===== src/hw/rtl/dot_pkg.sv =====
`timescale 1ns / 1ps
// shared types and constants for the dark object crossing timer
// no dependencies
package dot_pkg;

  localparam int RING_DEPTH = 16;
  localparam int IDX_W      = $clog2(RING_DEPTH);
  localparam int FILL_W     = $clog2(RING_DEPTH + 1);
  localparam int TIME_W     = 48;
  localparam int BRIGHT_W   = 8;
  localparam int ENTRY_W    = TIME_W + BRIGHT_W;
  localparam int DIV_W      = TIME_W + BRIGHT_W;
  localparam int CONF_W     = 9;
  localparam int CFG_IDX_W  = 4;

  typedef enum logic [1:0] {
    PH_IDLE     = 2'd0,
    PH_ENTERING = 2'd1,
    PH_PRESENT  = 2'd2,
    PH_EXITING  = 2'd3
  } phase_t;

  typedef enum logic [CFG_IDX_W-1:0] {
    REG_BASELINE = 4'd0,
    REG_DROP     = 4'd1,
    REG_CONFIRM  = 4'd2,
    REG_CLEAR    = 4'd3
  } cfg_reg_t;

  typedef struct packed {
    logic [BRIGHT_W-1:0] frame_brightness;
    logic [TIME_W-1:0]   frame_time_us;
  } dot_in_t;

  typedef struct packed {
    logic                detected;
    logic [TIME_W-1:0]   cross_time;
    logic [CONF_W-1:0]   confidence_q8;
    logic [1:0]          detector_phase;
  } dot_out_t;

  typedef struct packed {
    logic [BRIGHT_W-1:0] bright;
    logic [TIME_W-1:0]   stamp;
  } ring_entry_t;

  typedef struct packed {
    logic                start;
    logic [DIV_W-1:0]    dividend;
    logic [BRIGHT_W-1:0] divisor;
  } div_req_t;

  typedef struct packed {
    logic              done;
    logic [TIME_W-1:0] quotient;
  } div_rsp_t;

endpackage


===== src/hw/rtl/dot_ring_ram.sv =====
`timescale 1ns / 1ps
// generic single write, single read ram with registered read data
// no dependencies
module dot_ring_ram #(
  parameter int DEPTH = 16,
  parameter int WIDTH = 56
) (
  input  logic                     clk,
  input  logic                     we,
  input  logic [$clog2(DEPTH)-1:0] waddr,
  input  logic [WIDTH-1:0]         wdata,
  input  logic [$clog2(DEPTH)-1:0] raddr,
  output logic [WIDTH-1:0]         rdata
);

  logic [WIDTH-1:0] mem [DEPTH];

  always_ff @(posedge clk) begin
    if (we) begin
      mem[waddr] <= wdata;
    end
    rdata <= mem[raddr];
  end

endmodule


===== src/hw/rtl/dot_divider.sv =====
`timescale 1ns / 1ps
// restoring divider, one quotient bit per cycle, narrow divisor
// depends on dot_pkg
module dot_divider (
  input  logic              clk,
  input  logic              rst,
  input  dot_pkg::div_req_t req,
  output dot_pkg::div_rsp_t rsp
);
  import dot_pkg::*;

  localparam int CNT_W = $clog2(DIV_W + 1);

  logic [CNT_W-1:0]    cnt;
  logic [DIV_W-1:0]    dvd;
  logic [BRIGHT_W-1:0] rem;
  logic [BRIGHT_W-1:0] dvs;
  logic                done;
  logic [BRIGHT_W:0]   shifted;
  logic                take;

  assign shifted = {rem, dvd[DIV_W-1]};
  assign take    = shifted >= {1'b0, dvs};

  always_ff @(posedge clk) begin
    if (rst) begin
      cnt  <= '0;
      done <= 1'b0;
    end else begin
      done <= 1'b0;
      if (req.start) begin
        cnt <= CNT_W'(DIV_W);
        dvd <= req.dividend;
        dvs <= req.divisor;
        rem <= '0;
      end else if (cnt != '0) begin
        rem <= take ? BRIGHT_W'(shifted - {1'b0, dvs}) : shifted[BRIGHT_W-1:0];
        dvd <= {dvd[DIV_W-2:0], take};
        cnt <= cnt - 1'b1;
        if (cnt == CNT_W'(1)) begin
          done <= 1'b1;
        end
      end
    end
  end

  assign rsp.done     = done;
  assign rsp.quotient = dvd[TIME_W-1:0];

endmodule


===== src/hw/rtl/dark_object_crossing_timer.sv =====
`timescale 1ns / 1ps
// dark object crossing timer: frame history ring in ram, debounce, crossing interpolation
// depends on dot_pkg, dot_ring_ram, dot_divider
// flow: an unconfirmed frame is held in the result stage, then taken by the output register
//   when it is free; a confirming frame walks the ring (unless it is short) for its minimum, then
//   scans back from the newest slot, and a crossing pair found there adds a multiply and a serial
//   divide before the finish state. throughput: one frame at a time, since the held result stalls
//   the input until the output register takes it; a confirmation stalls it throughout
// reset: phase idle, counts and ring pointers zero, registers at their documented defaults
module dark_object_crossing_timer (
  input  logic                             clk,
  input  logic                             rst,
  input  logic                             cfg_we,
  input  logic [dot_pkg::CFG_IDX_W-1:0]    cfg_index,
  input  logic [dot_pkg::BRIGHT_W-1:0]     cfg_data,
  input  logic                             in_valid,
  output logic                             in_stall,
  input  dot_pkg::dot_in_t                 in_data,
  output logic                             out_valid,
  input  logic                             out_stall,
  output dot_pkg::dot_out_t                out_data
);
  import dot_pkg::*;

  typedef enum logic [2:0] {
    S_IDLE, S_MIN, S_SCAN, S_MUL, S_DIV, S_FINISH
  } state_t;

  // configuration registers
  logic [BRIGHT_W-1:0] baseline_level, drop_threshold, confirm_frames, clear_frames;

  // debounce and ring bookkeeping
  phase_t              phase;
  logic [7:0]          frames_in_phase;
  logic [IDX_W-1:0]    ring_idx;
  logic [FILL_W-1:0]   ring_fill;

  // sequencer
  state_t              state;
  logic [FILL_W-1:0]   ptr;
  logic [FILL_W-1:0]   dk;
  logic                dv;
  logic [BRIGHT_W-1:0] lo;
  logic [BRIGHT_W-1:0] mid;
  logic [BRIGHT_W-1:0] prev_b;
  logic [TIME_W-1:0]   prev_t;
  logic [TIME_W-1:0]   newest_t;
  logic [TIME_W-1:0]   oldest_t;
  logic                have_present;
  logic [TIME_W-1:0]   tp, tc;
  logic [BRIGHT_W-1:0] num_b, den_b;
  logic [DIV_W-1:0]    prod;
  logic [TIME_W-1:0]   ctime;
  phase_t              res_phase;

  // confidence: 8 step serial divide of drop<<8 by baseline
  logic [3:0]          conf_cnt;
  logic [BRIGHT_W-1:0] conf_rem;
  logic [BRIGHT_W-1:0] conf_q;
  logic [BRIGHT_W:0]   conf_sh;
  logic                conf_take;
  logic                conf_full;

  // result holding stage and output register
  logic                res_valid;
  dot_out_t            res;

  // ram ports
  logic                ram_we;
  logic [IDX_W-1:0]    ram_raddr;
  ring_entry_t         ram_wentry, ram_rentry;
  logic [ENTRY_W-1:0]  ram_rdata;

  div_req_t            div_req;
  div_rsp_t            div_rsp;

  // accept-time combinational work
  logic                in_acc;
  logic [BRIGHT_W-1:0] b_in;
  logic                now_present;
  logic [FILL_W-1:0]   fill_inc;
  logic [IDX_W-1:0]    idx_inc;
  logic [7:0]          cnt_inc;
  logic                confirm;

  // scan-time combinational work
  logic [BRIGHT_W-1:0] rd_b;
  logic [TIME_W-1:0]   rd_t;
  logic [BRIGHT_W-1:0] lo_new;
  logic                rd_present;
  logic                pair_hit;
  logic                last_data;

  function automatic logic present_test(input logic [BRIGHT_W-1:0] b,
                                        input logic [BRIGHT_W-1:0] base,
                                        input logic [BRIGHT_W-1:0] thr);
    logic [BRIGHT_W-1:0] d;
    d = base - b;
    return (b < base) && (d >= thr);
  endfunction

  assign in_acc      = in_valid && !in_stall;
  assign in_stall    = (state != S_IDLE) || res_valid;
  assign b_in        = in_data.frame_brightness;
  assign now_present = present_test(b_in, baseline_level, drop_threshold);
  assign fill_inc    = (ring_fill < FILL_W'(RING_DEPTH)) ? ring_fill + 1'b1 : ring_fill;
  assign idx_inc     = ring_idx + 1'b1;
  assign cnt_inc     = (frames_in_phase != 8'hff) ? frames_in_phase + 1'b1 : frames_in_phase;
  assign confirm     = (phase == PH_ENTERING) && now_present && (cnt_inc >= confirm_frames);

  // frame write lands on the accept edge, so the walks that follow see it
  assign ram_we           = in_acc;
  assign ram_wentry.bright = b_in;
  assign ram_wentry.stamp  = in_data.frame_time_us;

  // min walk reads slots in order; scan walks back from the newest slot
  always_comb begin
    if (state == S_SCAN) begin
      ram_raddr = ring_idx - ptr[IDX_W-1:0] - 1'b1;
    end else begin
      ram_raddr = ptr[IDX_W-1:0];
    end
  end

  assign ram_rentry = ram_rdata;
  assign rd_b       = ram_rentry.bright;
  assign rd_t       = ram_rentry.stamp;
  assign lo_new     = (rd_b < lo) ? rd_b : lo;
  assign rd_present = present_test(rd_b, baseline_level, drop_threshold);
  assign pair_hit   = (dk != '0) && (rd_b >= mid) && (prev_b < mid);
  assign last_data  = dv && (dk == ring_fill - 1'b1);

  assign conf_sh   = {conf_rem, 1'b0};
  assign conf_take = conf_sh >= {1'b0, baseline_level};

  dot_ring_ram #(
    .DEPTH (RING_DEPTH),
    .WIDTH (ENTRY_W)
  ) u_ram (
    .clk   (clk),
    .we    (ram_we),
    .waddr (ring_idx),
    .wdata (ram_wentry),
    .raddr (ram_raddr),
    .rdata (ram_rdata)
  );

  dot_divider u_div (
    .clk (clk),
    .rst (rst),
    .req (div_req),
    .rsp (div_rsp)
  );

  always_ff @(posedge clk) begin
    if (rst) begin
      baseline_level <= '0;
      drop_threshold <= '0;
      confirm_frames <= 8'd3;
      clear_frames   <= 8'd3;
    end else if (cfg_we) begin
      case (cfg_index)
        REG_BASELINE: baseline_level <= cfg_data;
        REG_DROP:     drop_threshold <= cfg_data;
        REG_CONFIRM:  confirm_frames <= cfg_data;
        REG_CLEAR:    clear_frames   <= cfg_data;
        default:      ;
      endcase
    end
  end

  always_ff @(posedge clk) begin
    if (rst) begin
      state           <= S_IDLE;
      phase           <= PH_IDLE;
      frames_in_phase <= '0;
      ring_idx        <= '0;
      ring_fill       <= '0;
      res_valid       <= 1'b0;
      out_valid       <= 1'b0;
      conf_cnt        <= '0;
      dv              <= 1'b0;
      div_req.start   <= 1'b0;
    end else begin
      div_req.start <= 1'b0;

      // confidence loop runs alongside the ring walks
      if (conf_cnt != '0) begin
        conf_rem <= conf_take ? BRIGHT_W'(conf_sh - {1'b0, baseline_level})
                              : conf_sh[BRIGHT_W-1:0];
        conf_q   <= {conf_q[BRIGHT_W-2:0], conf_take};
        conf_cnt <= conf_cnt - 1'b1;
      end

      // output register takes the held result when free
      if (res_valid && (!out_valid || !out_stall)) begin
        out_data  <= res;
        out_valid <= 1'b1;
        res_valid <= 1'b0;
      end else if (out_valid && !out_stall) begin
        out_valid <= 1'b0;
      end

      case (state)
        S_IDLE: begin
          if (in_acc) begin
            ring_idx  <= idx_inc;
            ring_fill <= fill_inc;
            newest_t  <= in_data.frame_time_us;
            res.detected      <= 1'b0;
            res.cross_time    <= '0;
            res.confidence_q8 <= '0;
            res_valid         <= !confirm;
            case (phase)
              PH_IDLE: begin
                if (now_present) begin
                  phase           <= PH_ENTERING;
                  frames_in_phase <= 8'd1;
                end
              end
              PH_ENTERING: begin
                if (now_present) begin
                  if (confirm) begin
                    phase           <= PH_PRESENT;
                    frames_in_phase <= '0;
                  end else begin
                    frames_in_phase <= cnt_inc;
                  end
                end else begin
                  phase           <= PH_IDLE;
                  frames_in_phase <= '0;
                end
              end
              PH_PRESENT: begin
                if (!now_present) begin
                  phase           <= PH_EXITING;
                  frames_in_phase <= 8'd1;
                end
              end
              default: begin
                if (!now_present) begin
                  if (cnt_inc >= clear_frames) begin
                    phase           <= PH_IDLE;
                    frames_in_phase <= '0;
                    ring_idx        <= '0;
                    ring_fill       <= '0;
                  end else begin
                    frames_in_phase <= cnt_inc;
                  end
                end else begin
                  phase           <= PH_PRESENT;
                  frames_in_phase <= '0;
                end
              end
            endcase
            res.detector_phase <= confirm ? PH_PRESENT :
                                  (phase == PH_IDLE && now_present) ? PH_ENTERING :
                                  (phase == PH_ENTERING) ?
                                    (now_present ? PH_ENTERING : PH_IDLE) :
                                  (phase == PH_PRESENT && !now_present) ? PH_EXITING :
                                  (phase == PH_EXITING && !now_present) ?
                                    ((cnt_inc >= clear_frames) ? PH_IDLE : PH_EXITING) :
                                  (phase == PH_EXITING) ? PH_PRESENT : phase;
            if (confirm) begin
              res_phase    <= PH_PRESENT;
              conf_rem     <= baseline_level - b_in;
              conf_q       <= '0;
              conf_cnt     <= 4'd8;
              // a fully dark frame is a full-scale drop
              conf_full    <= (b_in == '0);
              lo           <= 8'hff;
              ptr          <= '0;
              dv           <= 1'b0;
              have_present <= 1'b0;
              ctime        <= in_data.frame_time_us;
              // a short ring reports the newest frame directly
              state        <= (fill_inc < FILL_W'(2)) ? S_FINISH : S_MIN;
            end
          end
        end
        S_MIN: begin
          dv <= ptr < ring_fill;
          if (ptr < ring_fill) begin
            ptr <= ptr + 1'b1;
          end
          if (dv) begin
            lo <= lo_new;
          end
          if (dv && ptr == ring_fill) begin
            mid   <= BRIGHT_W'(({1'b0, baseline_level} + {1'b0, lo_new}) >> 1);
            ptr   <= '0;
            dv    <= 1'b0;
            state <= S_SCAN;
          end
        end
        S_SCAN: begin
          dv <= ptr < ring_fill;
          dk <= ptr;
          if (ptr < ring_fill) begin
            ptr <= ptr + 1'b1;
          end
          if (dv) begin
            prev_b <= rd_b;
            prev_t <= rd_t;
            if (rd_present) begin
              oldest_t     <= rd_t;
              have_present <= 1'b1;
            end
            if (pair_hit) begin
              tp    <= rd_t;
              tc    <= prev_t;
              num_b <= rd_b - mid;
              den_b <= rd_b - prev_b;
              dv    <= 1'b0;
              state <= S_MUL;
            end else if (last_data) begin
              ctime <= rd_present ? rd_t : (have_present ? oldest_t : newest_t);
              dv    <= 1'b0;
              state <= S_FINISH;
            end
          end
        end
        S_MUL: begin
          // full 56 bit product of the brightness step and the time step
          prod          <= DIV_W'(num_b) * DIV_W'((tc > tp) ? tc - tp : TIME_W'(0));
          state         <= S_DIV;
          div_req.start <= 1'b1;
        end
        S_DIV: begin
          if (div_rsp.done) begin
            ctime <= tp + div_rsp.quotient;
            state <= S_FINISH;
          end
        end
        S_FINISH: begin
          // wait for the confidence loop before releasing the result
          if (conf_cnt == '0) begin
            res.detected       <= 1'b1;
            res.cross_time     <= ctime;
            res.confidence_q8  <= (baseline_level == '0) ? '0 :
                                  conf_full ? CONF_W'(256) : {1'b0, conf_q};
            res.detector_phase <= res_phase;
            res_valid          <= 1'b1;
            state              <= S_IDLE;
          end
        end
        default: state <= S_IDLE;
      endcase
    end
  end

  // operands go out the cycle the start pulse is raised
  assign div_req.dividend = prod;
  assign div_req.divisor  = den_b;

  a_detect_phase: assert property (@(posedge clk) disable iff (rst)
    out_valid && out_data.detected |-> out_data.detector_phase == PH_PRESENT)
    else $error("detection reported outside present phase");

  a_quiet_fields: assert property (@(posedge clk) disable iff (rst)
    out_valid && !out_data.detected |->
      out_data.cross_time == '0 && out_data.confidence_q8 == '0)
    else $error("non detecting result carries time or confidence");

  a_fill_bound: assert property (@(posedge clk) disable iff (rst)
    ring_fill <= FILL_W'(RING_DEPTH))
    else $error("ring fill beyond depth");

  a_div_owner: assert property (@(posedge clk) disable iff (rst)
    div_rsp.done |-> state == S_DIV)
    else $error("divider finished outside divide state");

  a_no_accept_busy: assert property (@(posedge clk) disable iff (rst)
    state != S_IDLE |-> !(in_valid && !in_stall))
    else $error("frame taken while a crossing is being computed");

endmodule

===== config.mk =====
export PLATFORM = sky130hd
export DESIGN_NAME = dark_object_crossing_timer
export DESIGN_NICKNAME = d
export VERILOG_FILES = /design/src/hw/rtl/dot_pkg.sv /design/src/hw/rtl/dot_ring_ram.sv /design/src/hw/rtl/dot_divider.sv /design/src/hw/rtl/dark_object_crossing_timer.sv
export SDC_FILE = /design/constraint.sdc
export NUM_CORES = 2
export LEC_CHECK = 0
export ABC_AREA = 1
export BUFFER_PORTS_ARGS = -buffer_cell sky130_fd_sc_hd__buf_2
export CAP_MARGIN = 0
export CORE_ASPECT_RATIO = 0.7
export CORE_MARGIN = 2
export CORE_UTILIZATION = 60
export CTS_CLUSTER_DIAMETER = 150
export DETAILED_ROUTE_END_ITERATION = 12
export GPL_TIMING_DRIVEN = 0
export PLACE_DENSITY = 0.77
export SLEW_MARGIN = 5
export SYNTH_ARGS = -nofsm -noshare
export SYNTH_HDL_FRONTEND = slang
export SYNTH_SLANG_ARGS = --single-unit

===== constraint.sdc =====
create_clock -name clk -period 8.3 [get_ports clk]
set_input_delay 1.245 -clock clk [delete_from_list [all_inputs] [get_ports clk]]
set_output_delay 1.245 -clock clk [all_outputs]
set_load 0.05 [all_outputs]

# ---- Word level (Yosys, flattened, before mapping)
# Memories as Yosys holds them, arrays and structs flattened. A register that Yosys moved wholly into a read port is not among the register bits.
# Cells that the tools add are included.
dict set report totals {
  register_bits 673
  ram_bits 896
  output_inout_bits 62
  word_cells 284
  mem_count 1
}
dict set report op_classes {
  add_sub_neg 18
  n_mul 1
  n_lt_le_gt_ge 15
  n_eq_ne 29
  muxes 105
  bitwise_logic 2
  n_reduce_logical 67
}
# name depth word_bits read_ports rd_clocked_by_memory_dff wr line
set memory_table {}
lappend memory_table {u_ram.mem 16 56 1 1 1 dot_ring_ram.sv:16} ;# logic [WIDTH-1:0] mem [DEPTH];
# operator n
set op_table {}
lappend op_table {{$mux W48} 8}
lappend op_table {{$mux W8} 22}
lappend op_table {{$mux W56} 3}
lappend op_table {{$pmux W48 S3} 1}
lappend op_table {{$mux W60} 2}
lappend op_table {{$pmux W60 S2} 1}
lappend op_table {{$mul A8 B56 Y56} 1}
lappend op_table {{$sub A48 B48 Y49} 1}
lappend op_table {{$add A48 B48 Y48} 1}
lappend op_table {{$gt A48 B48 Y1} 1}
lappend op_table {{$sub A8 B8 Y8} 6}
lappend op_table {{$ge A8 B8 Y1} 5}
lappend op_table {{$mux W5} 8}
lappend op_table {{$lt A8 B8 Y1} 4}
lappend op_table {{$mux W4} 8}
lappend op_table {{$mux W3} 9}
lappend op_table {{$mux W2} 13}
lappend op_table {{$pmux W8 S3} 1}
lappend op_table {{$reduce_and A4 Y1} 6}
lappend op_table {{$ne A2 B2 Y1 const B} 11}
lappend op_table {{$reduce_and A2 Y1} 10}
lappend op_table {{$ge A9 B8 Y1} 2}
lappend op_table {{$mux W1} 18}
lappend op_table {{$mux W9} 2}
lappend op_table {{other kinds (50)} 93}

# ---- Depth between registers and ports, before layout
dict set report depth {
  depth_word 12
  mapped_depth 40
  ltp_nobuf 39
}

# ---- Hierarchy
# From an unflattened synthesis, not the netlist that was laid out.
dict set report unflattened {
  cells_unflattened 9289
  hier_area_um2 88577.5
}
# module n_inst cells_each area_each_um2 seq_area_each_um2
set modules_own_cells {}
lappend modules_own_cells {dark_object_crossing_timer 1 5129 44724.1 17216.5}
lappend modules_own_cells {dot_ring_ram 1 3690 39683.1 28026.9}
lappend modules_own_cells {dot_divider 1 470 4170.2 2302.2}

# ---- Worst setup path after synthesis
# No wires, ideal clock.
dict set report synth_timing {
  path_kind {input -> register}
  start {input in_data[48] in the netlist's numbering}
  end {register ctime[0], enable pin}
  t_arrival_ps 7028
  t_required_ps 7787
  path_slack_ps 759
  cell_stages 21
  cell_sequence {ha_1 > inv_1 > fa_1 > nand3_1 > nand2_1 > a21oi_1 > nor2_1 > nor2_1 > xor2_1 > inv_1 > ha_1 > nand2_1 > nor2_1 > nand4_1 > nand3_1 > nand2_1 > nor2_1 > nand3_2 > nand2_1 > nand3b_1 > nor3_1}
}
dict set report synth_via {
  elab_chain_len 7
  elab_cells_between_ends 8
  cone_classes {1 x add/sub; 2 x order compare; 1 x eq/ne; 4 x reduce/logical}
}
# element line
set synth_rtl {}
lappend synth_rtl {{start, declared} dark_object_crossing_timer.sv:18} ;# input dot_pkg::dot_in_t in_data,
lappend synth_rtl {{$sub A8 B8 Y8} dark_object_crossing_timer.sv:98} ;# d = base - b;
lappend synth_rtl {{$ge A8 B8 Y1} dark_object_crossing_timer.sv:99} ;# return (b < base) && (d >= thr);
lappend synth_rtl {{$logic_and A1 B1 Y1 (*)} dark_object_crossing_timer.sv:99}
lappend synth_rtl {{$logic_and A1 B1 Y1 (*) (2 in a row)} dark_object_crossing_timer.sv:109} ;# assign confirm = (phase == PH_ENTERING) && now_present && (cnt_inc >= confirm_frames);
lappend synth_rtl {{$ne A2 B2 Y1 (no source line) (*)} --}
lappend synth_rtl {{$reduce_and A8 Y1 (no source line) (*)} --}
lappend synth_rtl {{end signal, assigned} dark_object_crossing_timer.sv:275} ;# ctime <= in_data.frame_time_us;
lappend synth_rtl {{end signal, assigned} dark_object_crossing_timer.sv:317} ;# ctime <= rd_present ? rd_t : (have_present ? oldest_t : newest_t);
lappend synth_rtl {{end signal, assigned} dark_object_crossing_timer.sv:331} ;# ctime <= tp + div_rsp.quotient;
lappend synth_rtl {{end, declared} dark_object_crossing_timer.sv:53} ;# logic [TIME_W-1:0] ctime;
# Mark *: on every way between the ends. The rest lies on a longest branch, timed or not.
# A chain may end at the register's enable or synchronous reset.

# ---- Worst setup path after layout
dict set report layout_timing {
  start {register tp[40]}
  end {register prod[55], data pin}
}
dict set report layout_via {
  elab_chain_len 3
  elab_cells_between_ends 4
  cone_classes {1 x add/sub; 1 x mul; 1 x order compare; 1 x mux}
}
# element line
set layout_rtl {}
lappend layout_rtl {{start, declared} dark_object_crossing_timer.sv:50} ;# logic [TIME_W-1:0] tp, tc;
lappend layout_rtl {{start signal, assigned} dark_object_crossing_timer.sv:310} ;# tp <= rd_t;
lappend layout_rtl {{$sub A48 B48 Y49 / $gt A48 B48 Y1 (equally long branches)} dark_object_crossing_timer.sv:325} ;# prod <= DIV_W'(num_b) * DIV_W'((tc > tp) ? tc - tp : TIME_W'(0));
lappend layout_rtl {{$mux W56 (*)} dark_object_crossing_timer.sv:325}
lappend layout_rtl {{$mul A8 B56 Y56 (*)} dark_object_crossing_timer.sv:325}
lappend layout_rtl {{end signal, assigned} dark_object_crossing_timer.sv:325}
lappend layout_rtl {{end, declared} dark_object_crossing_timer.sv:52} ;# logic [DIV_W-1:0] prod;
# Marks and branches as above.

==> results.toml <==
[power_and_ir_drop]
p_leak_uw = 0.0361
vdd_ir_drop_max_uv = 282
cellPowerDensity_mw_per_mm2 = 277
power_uw = 25900

[routing]
finalWirelength_mm = 298
drc = 0
routed_via_density = 6.43
wire_per_inst_microns = 28.8
dr_wl_met2_mm = 111
wl_met1_mm = 123
dr.pass1.iters = 8
wl_met3_mm = 55.1
drt_iter0_drc = 12100
top_layer_used = "met5"
ant_nets = 0
vias = 66500

[timing]
final_max_slew_viol_count = 10
whs_ns = 0.367
post-route-period-util_pct = 101
fmax_ghz = 0.119
finalHoldViolCount = 0
worst_pin_slew_ns = 1.51
final.setup.tns_ns = -0.230
clock_skew_ns = 0.0551
fin_ws_ns = -0.0890
relSlewSlack_pct = -0.371
rsz0062_at_grt = "false"
setup_viol = 3
finalCriticalPeriod_ns = 8.39

[global_routing]
grt_use_total_pct = 41.3
antenna_found_initial = 10
grt_pass1_wl_mm = 422
grt_max_degree = 34
overflow = 0
first_global_vias = 61200

[job]
drv_cap = 1

[placement]
place_congestion = 1.13
hpwlAfterDp_mm = 230
placed_area_sq_mm = 0.0880
port_buffers = 134

[die]
io_pins = 135
rows = 114
coreArea_sq_mm = 0.138
initial_core_util_pct = 60.6
fp.dieW_microns = 451
fp.dieArea_sq_mm = 0.143
die_h_microns = 317

[final_layout]
drive_above_1_share_pct = 7.97
area_delta_synth_final_pct = 11.5
register_area_sq_mm = 0.0475
multi_input_area_sq_mm = 0.0322
design_area_sq_mm = 0.0934
layout.nets = 9017
fillers = 10300

[logic_synthesis]
synthArstFlopShare_pct = 0
synthesis.area_sq_mm = 0.0838
ys_warn_count = 0
syn_area_per_cell_sq_um = 10.5
yosys_register_bits = 1625
ys_seq_area_share_pct = 56.7
synth_enable_flop_cells = 1500
syn-num-nets = 8664
synth_ff_type = "edfxtp_1"
netlist_instances = 8005
synth.distinct_cells = 53

[cts]
tritoncts = "yes"
clock_latency_ns = 0.82
cts_buffers = 152
clk_pin_slew_ns = 0.07
cts.sinks = 1625
cts_max_path_buffers = 3
clockRootBuffer = "clkbuf_16"
holdBufCountCts = 0
htreeDepth = 4

[setup_path]
crit_path_start_kind = "register"
cp_num_buf_inv = 8
worst_path_most_repeated_cell = "inv_1"
crit_fanout = 10
crit_slowest_cell = "ha_1"
worstPathArrival_ns = 8.94
criticalPathCategory = "reg -> reg"
cpPeakStageDelay_ns = 0.57
worst_ep_required_time_ns = 8.86
cp_top_family = "adder cells"
crit_path_end_kind = "register"

[outcome]
violations = "capacitance limit, slew limit, setup timing"
status = "complete, but fails checks"

[min_path]
hp-class = "reg -> reg"
[stage by stage]
stage | util (%) | setup slack [ns] | cells
after floorplan | - | 0.759 | 8005
after global placement | 62.7 | -3.05 | 9995
after detailed placement | 63.6 | -1.35 | 10100
after CTS | 67.3 | 0.000838 | 10300
after global routing | 67.5 | 0.00358 | 10300
final | 67.5 | -0.0890 | 10300
[power breakdown]
group,internal (uW),switching [uW],leakage [uW]
registers,10000,649,0.0147
clock network,3870,3230,0.00240
logic,2190,5880,0.0191
total,16100,9760,0.0361
[cell usage after synthesis (2+ instances only)]
master	count	area, sq um
nand2b_1	2	12.5
o2111ai_1	2	17.5
o22ai_1	167	1040
nor2_2	5	31.3
o21a_1	18	135
xor2_1	87	762
inv_2	12	45.0
o21ai_1	371	1860
fa_1	307	6150
a21boi_0	5	37.5
o31ai_1	3	22.5
a221oi_1	2	17.5
buf_2	100	500
o21ai_4	2	32.5
ha_1	279	3490
nor3_1	85	425
nand3_1	215	1080
a21o_1	20	150
a31oi_1	30	188
nand2_2	2	12.5
clkinv_1	6	22.5
edfxtp_1	1500	45000
nor4_1	13	81.3
buf_4	5	37.5
mux2i_1	48	480
a211oi_1	13	97.6
xnor2_1	45	394
o21bai_1	29	218
nand2_1	1066	4000
inv_1	853	3200
a21oi_1	386	1930
nor2_1	1300	4880
nand4_1	41	257
clkbuf_1	182	683
nand3_2	9	90.1
buf_1	16	60.1
nand3b_1	12	90.1
o21ai_0	469	2350
dfxtp_1	125	2500
or2_2	21	131
o211ai_1	77	578
and3_1	5	31.3
o221ai_1	60	526
[logic make-up (layout without fill, tap and decap cells)]
group           Yosys count  in the layout  share of synthesized area, %
xor+xnor                132            132                          1.38
flops                  1625           1625                          56.7
compound gates         1659           1659                          11.0
mux                      48             48                         0.573
simple gates           2781           2781                          13.3
buf+inv                1174           1647                          5.43
other cells               0              6                             0
fa+ha+maj               586            586                          11.5
[area by class of cell]
type,count,area share [%]
sequential,1625,50.9
multi-input combinational,5206,34.5
clock buffer,205,4.50
inverter,871,3.50
tap,1856,2.49
timing repair buffer,199,1.94
buffer,303,1.38
clock inverter,69,0.770
antenna,6,0.0161
[worst paths after layout]
| kind | from | end | slack, ns | cells after the start |
|---|---|---|---|---|
| max reg2reg | tp[40]$_DFFE_PP_ | prod[55]$_DFFE_PP_ | -0.09 | 31 |
| max | tp[40]$_DFFE_PP_ | prod[55]$_DFFE_PP_ | -0.09 | 31 |
| min reg2reg | prev_t[19]$_DFFE_PP_ | tc[19]$_DFFE_PP_ | 0.37 | 0 |
| min | prev_t[19]$_DFFE_PP_ | tc[19]$_DFFE_PP_ | 0.37 | 0 |
[flip-flops by register name, summed over array words and instances (netlist names), 48 cells and up, named ones only]
signal and cells:
u_ram.rdata 56, prev_t 48, prod 56, tp 48, u_div.dvd 56, out_data 60, res 60, oldest_t 48
ctime 48, tc 48, u_ram.mem 896, newest_t 48
[per-layer routing]
layer / vias to the layer above / GRT usage [%]
met5: - / 0.879
met4: 10 / 10.5
met3: 542 / 19.0
met2: 5440 / 51.7
met1: 32300 / 63.8
li1: 28200 / -
[what timing repair did]
item	4_1_cts	5_1_grt
gates resized for setup	38	62
pin swaps	0	3
endpoints found under the setup margin	33	33
setup buffers	1	8
[layout by cell type (no fill, tap or decap), types with 125 or more instances in the layout]
cell,instances
edfxtp_1,1500
nor2_1,1266
nand2_1,1052
inv_1,850
o21ai_0,458
o21ai_1,375
a21oi_1,374
fa_1,307
ha_1,268
buf_2,231
clkbuf_1,220
nand3_1,209
o22ai_1,167
clkbuf_16,157
dfxtp_1,125
No activity file was read; power rests on OpenSTA's default activity.
